===== config.mk =====
export PLATFORM = sky130hd
export DESIGN_NAME = aging_two_level_task_picker
export DESIGN_NICKNAME = d
export VERILOG_FILES = /design/src/sv/atp_pkg.sv /design/src/sv/aging_two_level_task_picker.sv /design/src/sv/atp_ram.sv /design/src/sv/atp_ager.sv
export SDC_FILE = /design/constraint.sdc
export NUM_CORES = 2
export LEC_CHECK = 0
export ABC_AREA = 1
export BUFFER_PORTS_ARGS = -buffer_cell sky130_fd_sc_hd__clkbuf_2
export CAP_MARGIN = 20
export CORE_UTILIZATION = 45
export DETAILED_ROUTE_END_ITERATION = 12
export GPL_ROUTABILITY_DRIVEN = 0
export MAX_ROUTING_LAYER = met4
export PLACE_DENSITY = 0.64
export SYNTH_ARGS = -nofsm -noshare
export SYNTH_HDL_FRONTEND = slang
export SYNTH_SLANG_ARGS = --single-unit

===== constraint.sdc =====
create_clock -name clk -period 11.1 [get_ports clk]
set_input_delay 0.555 -clock clk [delete_from_list [all_inputs] [get_ports clk]]
set_output_delay 0.555 -clock clk [all_outputs]
set_load 0.005 [all_outputs]

===== src/sv/atp_pkg.sv =====
// Shared types and constants for the two-level aging task picker.
// Used by atp_ager and aging_two_level_task_picker; no dependencies.
`default_nettype none

package atp_pkg;

  // Sizing
  localparam int NUM_PROCESSES       = 16;
  localparam int THREADS_PER_PROCESS = 8;
  localparam int IDLE_WIDTH          = 16;

  localparam int THR_TOTAL = NUM_PROCESSES * THREADS_PER_PROCESS;
  localparam int PID_W     = $clog2(NUM_PROCESSES);
  localparam int TID_W     = (THREADS_PER_PROCESS > 1) ? $clog2(THREADS_PER_PROCESS) : 1;
  localparam int TADDR_W   = $clog2(THR_TOTAL);
  localparam int IDX_W     = (PID_W > TID_W) ? PID_W : TID_W;
  localparam int WALK_MAX  = (NUM_PROCESSES > THREADS_PER_PROCESS) ?
                             NUM_PROCESSES : THREADS_PER_PROCESS;
  localparam int CNT_W     = $clog2(WALK_MAX + 1);

  localparam logic [IDLE_WIDTH-1:0] IDLE_MAX = {IDLE_WIDTH{1'b1}};

  // Thread memory word: status bits and idle count
  localparam int THR_ENTRY_W = IDLE_WIDTH + 2;

  // Command codes
  typedef enum logic [1:0] {
    MODE_TICK   = 2'd0,
    MODE_CREATE = 2'd1,
    MODE_EXIT   = 2'd2
  } mode_t;

  // Command and result payloads
  typedef struct packed {
    logic [1:0] mode;
    logic [3:0] proc_id;
    logic [2:0] thread_id;
  } cmd_t;

  typedef struct packed {
    logic       switched;
    logic [3:0] next_process;
    logic [2:0] pick_thread;
    logic       fell_back;
  } result_t;

  // One thread entry as held in the thread memory
  typedef struct packed {
    logic                  valid;
    logic                  waiting;
    logic [IDLE_WIDTH-1:0] idle;
  } thr_entry_t;

  // Control into the aging/compare unit
  typedef struct packed {
    logic             clr;
    logic             hit;
    logic             waiting;
    logic [IDX_W-1:0] idx;
  } ager_ctl_t;

  // Running best of the aging/compare unit
  typedef struct packed {
    logic             found;
    logic [IDX_W-1:0] best_idx;
  } ager_stat_t;

endpackage

`default_nettype wire


===== src/sv/aging_two_level_task_picker.sv =====
// Two-level aging task picker. A command transfer happens on a clock edge with
// start high and busy low; its result appears on result for exactly one cycle
// with done high, and must be taken then since the receiver cannot stall it.
// After reset busy stays high while the thread memory is cleared. Create, unused
// commands and an exit with nothing running keep busy low, and done follows on
// the next cycle. An exit of a running process holds busy while it clears its
// thread entries, one per cycle, and done follows. A reschedule tick holds busy
// because the process counts and the thread entries sit in two memories with
// one read port each, walked one entry per cycle: all processes, then the
// threads of the chosen process, then a commit state. A tick with nothing to
// pick and nothing running ends after the process walk. Every command gives one
// result.
// Depends on atp_pkg, atp_ram and atp_ager.
`default_nettype none

module aging_two_level_task_picker (
  input  wire logic             clk,
  input  wire logic             rst,
  input  wire logic             start,
  output logic                  busy,
  input  wire atp_pkg::cmd_t    cmd,
  output logic                  done,
  output atp_pkg::result_t      result
);

  import atp_pkg::*;

  typedef enum logic [6:0] {
    S_INIT = 7'b0000001,
    S_IDLE = 7'b0000010,
    S_PROC = 7'b0000100,
    S_PDEC = 7'b0001000,
    S_THR  = 7'b0010000,
    S_TDEC = 7'b0100000,
    S_EXIT = 7'b1000000
  } state_t;

  localparam logic [CNT_W-1:0]   PROC_END = CNT_W'(NUM_PROCESSES);
  localparam logic [CNT_W-1:0]   THR_END  = CNT_W'(THREADS_PER_PROCESS);
  localparam logic [CNT_W-1:0]   EXIT_END = CNT_W'(THREADS_PER_PROCESS - 1);
  localparam logic [TADDR_W-1:0] INIT_END = TADDR_W'(THR_TOTAL - 1);

  state_t state;

  // Process status in flops, thread status and all idle counts in memories
  logic [NUM_PROCESSES-1:0] proc_valid;
  logic [NUM_PROCESSES-1:0] proc_waiting;
  logic                     cur_valid;
  logic [PID_W-1:0]         cur_process;
  logic [TID_W-1:0]         cur_thread;

  // Walk control
  logic [CNT_W-1:0]   idx;
  logic [TADDR_W-1:0] init_addr;
  logic               pend;
  logic [IDX_W-1:0]   pidx;
  logic [PID_W-1:0]   np;
  logic [TADDR_W-1:0] base;
  logic               fell;
  logic               slot_valid;

  // Memory ports
  logic                  p_we;
  logic [PID_W-1:0]      p_waddr;
  logic [PID_W-1:0]      p_raddr;
  logic [IDLE_WIDTH-1:0] p_wdata;
  logic [IDLE_WIDTH-1:0] p_rdata;
  logic                  t_we;
  logic [TADDR_W-1:0]    t_waddr;
  logic [TADDR_W-1:0]    t_raddr;
  thr_entry_t            t_wdata;
  thr_entry_t            t_rdata;

  ager_ctl_t             actl;
  ager_stat_t            astat;
  logic [IDLE_WIDTH-1:0] bumped;

  logic               accept;
  logic [PID_W-1:0]   c_pid;
  logic [TID_W-1:0]   c_tid;
  logic [TADDR_W-1:0] c_taddr;
  logic               c_ok;
  logic [PID_W-1:0]   walk_pid;
  logic [TADDR_W-1:0] walk_taddr;
  logic [TADDR_W-1:0] cur_taddr;
  logic [TADDR_W-1:0] cur_base;
  logic [PID_W-1:0]   np_sel;
  logic               pdec_abort;
  logic [TID_W-1:0]   nt_sel;
  logic [TADDR_W-1:0] nt_taddr;
  logic               nt_valid;
  logic               tdec_abort;

  assign busy   = (state != S_IDLE);
  assign accept = start && !busy;

  // Address arithmetic
  always_comb begin
    c_pid      = PID_W'(cmd.proc_id);
    c_tid      = TID_W'(cmd.thread_id);
    c_taddr    = TADDR_W'(c_pid * THREADS_PER_PROCESS + c_tid);
    c_ok       = (32'(cmd.proc_id) < NUM_PROCESSES) &&
                 (32'(cmd.thread_id) < THREADS_PER_PROCESS) &&
                 !(cur_valid && c_pid == cur_process && c_tid == cur_thread);
    walk_pid   = PID_W'(pidx);
    walk_taddr = base + TADDR_W'(pidx);
    cur_base   = TADDR_W'(cur_process * THREADS_PER_PROCESS);
    cur_taddr  = cur_base + TADDR_W'(cur_thread);
  end

  // Level decisions
  always_comb begin
    np_sel     = astat.found ? PID_W'(astat.best_idx) : cur_process;
    pdec_abort = !astat.found && !cur_valid;
    nt_sel     = astat.found ? TID_W'(astat.best_idx) : cur_thread;
    nt_taddr   = base + TADDR_W'(nt_sel);
    nt_valid   = astat.found || slot_valid;
    tdec_abort = !astat.found && !cur_valid;
  end

  // Aging unit control; the running thread keeps its stored waiting bit set
  // and is masked here, so it reads as waiting again once it stops running
  always_comb begin
    actl.clr     = (accept && cmd.mode == MODE_TICK) || (state == S_PDEC);
    actl.idx     = pidx;
    actl.hit     = 1'b0;
    actl.waiting = 1'b0;
    if (state == S_PROC) begin
      actl.hit     = pend && proc_valid[walk_pid];
      actl.waiting = proc_waiting[walk_pid];
    end else if (state == S_THR) begin
      actl.hit     = pend && t_rdata.valid;
      actl.waiting = t_rdata.waiting && !(cur_valid && walk_taddr == cur_taddr);
    end
  end

  atp_ager u_ager (
    .clk    (clk),
    .rst    (rst),
    .ctl    (actl),
    .cnt    ((state == S_PROC) ? p_rdata : t_rdata.idle),
    .bumped (bumped),
    .stat   (astat)
  );

  // Memory read addresses follow the walk counter
  always_comb begin
    p_raddr = PID_W'(idx);
    t_raddr = base + TADDR_W'(idx);
  end

  // Memory writes: clearing pass, aging write-back, create, commit, exit
  always_comb begin
    p_we            = 1'b0;
    p_waddr         = walk_pid;
    p_wdata         = bumped;
    t_we            = 1'b0;
    t_waddr         = walk_taddr;
    t_wdata.valid   = t_rdata.valid;
    t_wdata.waiting = t_rdata.waiting;
    t_wdata.idle    = bumped;
    case (state)
      S_INIT: begin
        t_we    = 1'b1;
        t_waddr = init_addr;
        t_wdata = '0;
      end
      S_IDLE: begin
        if (accept && cmd.mode == MODE_CREATE && c_ok) begin
          p_we            = !proc_valid[c_pid];
          p_waddr         = c_pid;
          p_wdata         = '0;
          t_we            = 1'b1;
          t_waddr         = c_taddr;
          t_wdata.valid   = 1'b1;
          t_wdata.waiting = 1'b1;
          t_wdata.idle    = '0;
        end
      end
      S_PROC: begin
        p_we = actl.hit;
      end
      S_THR: begin
        t_we = actl.hit;
      end
      S_TDEC: begin
        if (!tdec_abort) begin
          p_we            = 1'b1;
          p_waddr         = np;
          p_wdata         = '0;
          t_we            = 1'b1;
          t_waddr         = nt_taddr;
          t_wdata.valid   = nt_valid;
          t_wdata.waiting = 1'b1;
          t_wdata.idle    = '0;
        end
      end
      S_EXIT: begin
        t_we    = 1'b1;
        t_waddr = cur_base + TADDR_W'(idx);
        t_wdata = '0;
      end
      default: begin
      end
    endcase
  end

  atp_ram #(.WIDTH(IDLE_WIDTH), .DEPTH(NUM_PROCESSES)) u_proc_idle (
    .clk   (clk),
    .we    (p_we),
    .waddr (p_waddr),
    .wdata (p_wdata),
    .raddr (p_raddr),
    .rdata (p_rdata)
  );

  atp_ram #(.WIDTH(THR_ENTRY_W), .DEPTH(THR_TOTAL)) u_thr_entry (
    .clk   (clk),
    .we    (t_we),
    .waddr (t_waddr),
    .wdata (t_wdata),
    .raddr (t_raddr),
    .rdata (t_rdata)
  );

  // Sequencer and status state
  always_ff @(posedge clk) begin
    if (rst) begin
      state        <= S_INIT;
      proc_valid   <= '0;
      proc_waiting <= '0;
      cur_valid    <= 1'b0;
      cur_process  <= '0;
      cur_thread   <= '0;
      pend         <= 1'b0;
      idx          <= '0;
      init_addr    <= '0;
      done         <= 1'b0;
    end else begin
      done <= 1'b0;
      case (state)
        S_INIT: begin
          if (init_addr == INIT_END) begin
            state <= S_IDLE;
          end else begin
            init_addr <= init_addr + TADDR_W'(1);
          end
        end
        S_IDLE: begin
          if (accept) begin
            case (cmd.mode)
              MODE_TICK: begin
                state <= S_PROC;
                idx   <= '0;
                pend  <= 1'b0;
              end
              MODE_CREATE: begin
                done <= 1'b1;
                if (c_ok && !proc_valid[c_pid]) begin
                  proc_valid[c_pid]   <= 1'b1;
                  proc_waiting[c_pid] <= 1'b1;
                end
              end
              MODE_EXIT: begin
                if (cur_valid) begin
                  proc_valid[cur_process]   <= 1'b0;
                  proc_waiting[cur_process] <= 1'b0;
                  cur_valid                 <= 1'b0;
                  state                     <= S_EXIT;
                  idx                       <= '0;
                end else begin
                  done <= 1'b1;
                end
              end
              default: begin
                done <= 1'b1;
              end
            endcase
          end
        end
        S_PROC: begin
          pend <= (idx != PROC_END);
          if (idx == PROC_END) begin
            state <= S_PDEC;
            idx   <= '0;
          end else begin
            idx <= idx + CNT_W'(1);
          end
        end
        S_PDEC: begin
          pend <= 1'b0;
          idx  <= '0;
          if (pdec_abort) begin
            state <= S_IDLE;
            done  <= 1'b1;
          end else begin
            state <= S_THR;
          end
        end
        S_THR: begin
          pend <= (idx != THR_END);
          if (idx == THR_END) begin
            state <= S_TDEC;
            idx   <= '0;
          end else begin
            idx <= idx + CNT_W'(1);
          end
        end
        S_TDEC: begin
          state <= S_IDLE;
          done  <= 1'b1;
          pend  <= 1'b0;
          if (!tdec_abort) begin
            if (cur_valid) begin
              proc_waiting[cur_process] <= 1'b1;
            end
            proc_waiting[np] <= 1'b0;
            cur_valid        <= 1'b1;
            cur_process      <= np;
            cur_thread       <= nt_sel;
          end
        end
        // Clear the exiting process's thread entries, one per cycle
        S_EXIT: begin
          if (idx == EXIT_END) begin
            state <= S_IDLE;
            done  <= 1'b1;
            idx   <= '0;
          end else begin
            idx <= idx + CNT_W'(1);
          end
        end
        default: begin
          state <= S_IDLE;
        end
      endcase
    end
  end

  // Walk payload: entry index in flight, chosen process and its thread base,
  // and the valid bit of the current thread's slot in the chosen process
  always_ff @(posedge clk) begin
    pidx <= IDX_W'(idx);
    if (state == S_IDLE) begin
      fell <= 1'b0;
    end else if (state == S_PDEC) begin
      np   <= np_sel;
      base <= TADDR_W'(np_sel * THREADS_PER_PROCESS);
      fell <= !astat.found;
    end
    if (state == S_PDEC) begin
      slot_valid <= 1'b0;
    end else if (state == S_THR && pend && TID_W'(pidx) == cur_thread) begin
      slot_valid <= t_rdata.valid;
    end
  end

  // Result payload
  always_ff @(posedge clk) begin
    if (state == S_TDEC && !tdec_abort) begin
      result.switched     <= 1'b1;
      result.next_process <= 4'(np);
      result.pick_thread  <= 3'(nt_sel);
      result.fell_back    <= fell || !astat.found;
    end else begin
      result <= '0;
    end
  end

`ifndef SYNTHESIS
  // A command ends only with its result; the clearing pass has none
  a_busy_end_done: assert property (@(posedge clk) disable iff (rst)
    ($fell(busy) && $past(state) != S_INIT) |-> done)
    else $error("busy dropped without a result");

  // Every command either starts a walk or reports on the next cycle
  a_accept_answered: assert property (@(posedge clk) disable iff (rst)
    (start && !busy) |=> (done || busy))
    else $error("accepted command neither walking nor reported");

  // A switch leaves something running
  a_switch_running: assert property (@(posedge clk) disable iff (rst)
    (done && result.switched) |-> cur_valid)
    else $error("switch reported with nothing running");

  // No switch reports all-zero fields
  a_noswitch_zero: assert property (@(posedge clk) disable iff (rst)
    (done && !result.switched) |->
      (!result.fell_back && result.next_process == 4'd0 && result.pick_thread == 3'd0))
    else $error("non-switch result carries data");
`endif

endmodule

`default_nettype wire


===== src/sv/atp_ram.sv =====
// Generic simple dual-port RAM: one write port, one read port, registered read.
// No dependencies.
`default_nettype none

module atp_ram #(
  parameter int WIDTH = 16,
  parameter int DEPTH = 16
) (
  input  wire logic                     clk,
  input  wire logic                     we,
  input  wire logic [$clog2(DEPTH)-1:0] waddr,
  input  wire logic [WIDTH-1:0]         wdata,
  input  wire logic [$clog2(DEPTH)-1:0] raddr,
  output logic      [WIDTH-1:0]         rdata
);

  logic [WIDTH-1:0] mem [DEPTH];

  // Write port
  always_ff @(posedge clk) begin
    if (we) begin
      mem[waddr] <= wdata;
    end
  end

  // Registered read, old data on a same-address collision
  always_ff @(posedge clk) begin
    rdata <= mem[raddr];
  end

endmodule

`default_nettype wire


===== src/sv/atp_ager.sv =====
// Aging and oldest-waiting search unit, shared by the process and thread walks.
// Depends on atp_pkg.
`default_nettype none

module atp_ager (
  input  wire logic                           clk,
  input  wire logic                           rst,
  input  wire atp_pkg::ager_ctl_t             ctl,
  input  wire logic [atp_pkg::IDLE_WIDTH-1:0] cnt,
  output logic      [atp_pkg::IDLE_WIDTH-1:0] bumped,
  output atp_pkg::ager_stat_t                 stat
);

  import atp_pkg::*;

  logic [IDLE_WIDTH-1:0] best_cnt;
  logic                  take;

  // Saturating increment and strict compare: first index wins a tie
  always_comb begin
    bumped = (cnt == IDLE_MAX) ? cnt : cnt + IDLE_WIDTH'(1);
    take   = ctl.hit && ctl.waiting && (bumped > best_cnt);
  end

  // Running best
  always_ff @(posedge clk) begin
    if (rst) begin
      stat     <= '0;
      best_cnt <= '0;
    end else if (ctl.clr) begin
      stat.found <= 1'b0;
      best_cnt   <= '0;
    end else if (take) begin
      stat.found    <= 1'b1;
      stat.best_idx <= ctl.idx;
      best_cnt      <= bumped;
    end
  end

endmodule

`default_nettype wire


==> impl_metrics.yaml <==
detailed_routing:
  wl_um: 317000
  antenna_left: 0
  first_pass_iters: 7
  wl_per_cell_um: 25.2
  drc_errors: 0
  vias: 75632
  drt_iter0_markers: 10609
  via_per_inst: 6.02
logic_synthesis:
  synth_top_family_by_area: "simple AND/OR/NAND/NOR gates"
  synth_edf_count: 2564
  ys_top_cells_by_count: "edfxtp_1, nor2_1, o21ai_0"
  syn_area_mm2: 0.109
  muxShareOfSynthArea_pct: 0
  synth_area_leaders: "edfxtp_1, o21ai_0, nor2_1"
  yosysWarnings: 0
  syn_area_per_cell_um2: 11.9
  synth_top_area_share_pct: 70.3
  yosysTopAreaCell: "edfxtp_1"
  synthAdderAreaFrac_pct: 0.334
  seq_area_frac_synth_pct: 72.7
  ys_ff_latch: 2695
  synthesis.nets: 9264
  synth.most_common_cell: "edfxtp_1"
  postSynth.asyncResetShare_pct: 0
  synth_xor_area_share_pct: 0.120
  synth-main-ff-cell: "edfxtp_1"
  synth_compound_area_share_pct: 10.8
  synth_simple_gate_area_share_pct: 13.0
  ys_types: 50
  synth_cells: 9224
sta:
  final_hold_viol_count: 0
  finalSetupTns_ns: 0
  fin_crit_sh_pct: 51.1
  tightestPinTransition_ns: 1.17
  whs_ns: 0.182
  slew_headroom_pct: 22.0
  fin_crit_ns: 5.67
  finalMaxSlewViolations: 0
  fin_skew_ns: 0.0580
  finalSetupViolCount: 0
  max_freq_mhz: 176
  rsz0062_at_grt: "no"
pwr:
  clkPwrFrac_pct: 29.8
  pwr-share-comb_pct: 26.0
  powerDensity_mw_per_mm2: 247
  switchingPower_w: 0.0102
  peakVddDrop_mv: 0.232
  seq_power_share_pct: 44.2
  power.leakage_nw: 41.5
  p_sw_share_pct: 33.8
  intPower_w: 0.0200
global_routing:
  grt.total_usage_pct: 26.1
  antenna_found_initial: 7
  first_global_vias: 70559
  overflow: 0
  grt_pass1_wl_um: 464000
  grt_max_degree: 216
hold_path:
  whs_endpoint: "state[2]$_SDFFE_PP0P_"
  worstHoldStart: "cmd[8]"
  whs_path_depth: 4
  min_path_type: "input pin to flop"
clock_network:
  numClockSinks: 2695
  cts_tree: "yes"
  htreeDepth: 5
  root_buffer: "clkbuf_16"
  path_clk_slew_ns: 0.07
  cts_buffer_depth: 4
  numCtsBuffers: 289
  insertion_delay_ns: 0.95
critical_path:
  reg2reg_to: "u_ager.best_cnt[12]$_SDFFE_PP0P_"
  path_common_cell: "nand2_1"
  reg2reg_slack_ns: 5.43
  worstPathRequired_ns: 11.90
  slowest_delay_ns: 0.67
  cp_slowest_cell: "nand3_1"
  worstSetupStartpointType: "flop"
  critical_path_class: "flop to flop"
  rr_worst_depth: 26
  r2r_start: "state[2]$_SDFFE_PP0P_"
  end_kind: "flop"
  path_max_fanout: 31
  crit_arrival_ns: 6.47
cells_and_area:
  fillers: 20370
  register_area_mm2: 0.0796
  syn_to_final_growth_pct: 11.9
  drive_gt1_share_pct: 8.99
  multiInputGateArea_mm2: 0.0270
  nets: 9217
floorplanning:
  start_util_pct: 45.4
  pin_count: 23
  die_area_mm2: 0.245
  die_h_um: 495
  num_rows: 180
  core_mm2: 0.241
  die_w_um: 495
status:
  status: "completed"
flow_run:
  drv_cap: 0
placed_design:
  port_buffers: 22
  dp_hpwl_um: 174000
## repair_timing
action	CTS	global route
gates resized for setup	0	0
hold endpoints to repair	1	0
setup endpoints to repair	0	0
setup buffers	0	0
hold buffers	1	0
## power by group through the flow
stage                     registers, W  clock network, W  logic (W)
after global routing            0.0134           0.00950    0.00844
final                           0.0134           0.00902    0.00788
after floorplan                 0.0137                 0    0.00454
after CTS                       0.0134           0.00911    0.00770
after global placement          0.0136                 0    0.00748
after detailed placement        0.0136                 0    0.00768
## cell families (layout without fill, tap and decap cells)
logic type,count (synthesis),in the layout
AND/OR/NAND/NOR,3470,3470
buffers and inverters,826,974
flip-flops,2695,2695
AO/OA/AOI/OAI,2190,2190
XOR/XNOR,15,15
other,0,6
adder cells (fa/ha/maj),28,28
## layout by cell type (no fill, tap or decap), types with 48 or more instances in the layout
master,count
clkinv_2,48
o22ai_1,642
clkbuf_16,294
a21oi_1,115
clkinv_1,60
clkbuf_1,54
buf_4,223
o21ai_0,1387
inv_1,191
nor2_2,93
dfxtp_1,128
nand2_1,1088
nand3_1,673
edfxtp_1,2564
nor2_1,1503
## cell type report
type | instances | area share, %
multi-input combinational | 5703 | 22.1
clock inverter | 136 | 0.856
inverter | 212 | 0.674
antenna | 6 | 0.0123
tap | 3185 | 3.25
sequential | 2695 | 65.0
clock buffer | 350 | 6.20
timing repair buffer | 276 | 1.90
## worst max-delay path, delay by kind of cell, from the launching register on
family                     cells  cell delay [ns]
buffers and inverters          2             0.11
adders and majority gates      2             0.56
and+or+nand+nor               21             4.32
AOI/OAI and AO/OA              1             0.13
DFF                            1             0.39
## how the worst max path moves through the flow
stage,endpoint,slack (ns),from
finish,u_ager.best_cnt[12]$_SDFFE_PP0P_,5.43,state[2]$_SDFFE_PP0P_
global route,u_ager.best_cnt[12]$_SDFFE_PP0P_,4.85,state[2]$_SDFFE_PP0P_
CTS,u_ager.best_cnt[12]$_SDFFE_PP0P_,5.53,state[2]$_SDFFE_PP0P_
detailed placement,u_ager.best_cnt[12]$_SDFFE_PP0P_,5.58,state[2]$_SDFFE_PP0P_
global placement,u_ager.best_cnt[13]$_SDFFE_PP0P_,5.64,state[1]$_SDFFE_PP0P_
floorplan,u_thr_entry.mem[0][17]$_DFFE_PP_,3.35,state[5]$_SDFFE_PP0P_
## per-layer routing
layer | share of wire (%) | vias up | track usage [%]
li1 | - | 33345 | -
met1 | 40 | 37443 | 35.7
met2 | 46 | 4239 | 39.3
met3 | 10 | 605 | 4.49
met4 | 3.5 | 0 | 9.05
met5 | 0 | - | -
## stage by stage
stage	cells	util [%]	setup slack, ns	power (W)	area (µm²)
after floorplan	9224	-	3.35	0.0183	109000
after CTS	12539	50.7	5.53	0.0302	122000
after global routing	12562	50.8	4.85	0.0313	122000
after detailed placement	12052	47.1	5.58	0.0213	114000
final	12563	50.8	5.43	0.0303	122000
after global placement	12044	47.0	5.64	0.0211	113000
## state kept, by name, summed over array words and instances (netlist names)
| register | count |
|---|---|
| done | 1 |
| np | 4 |
| proc_valid | 16 |
| pend | 1 |
| slot_valid | 1 |
| u_thr_entry.mem | 2304 |
| pidx | 4 |
| cur_thread | 3 |
| fell | 1 |
| u_ager.stat | 5 |
| u_thr_entry.rdata | 18 |
| state | 7 |
| init_addr | 7 |
| idx | 5 |
| proc_waiting | 16 |
| u_proc_idle.rdata | 16 |
| u_proc_idle.mem | 256 |
| cur_process | 4 |
| result | 9 |
| u_ager.best_cnt | 16 |
| cur_valid | 1 |
(Power assumes the default switching activity.)
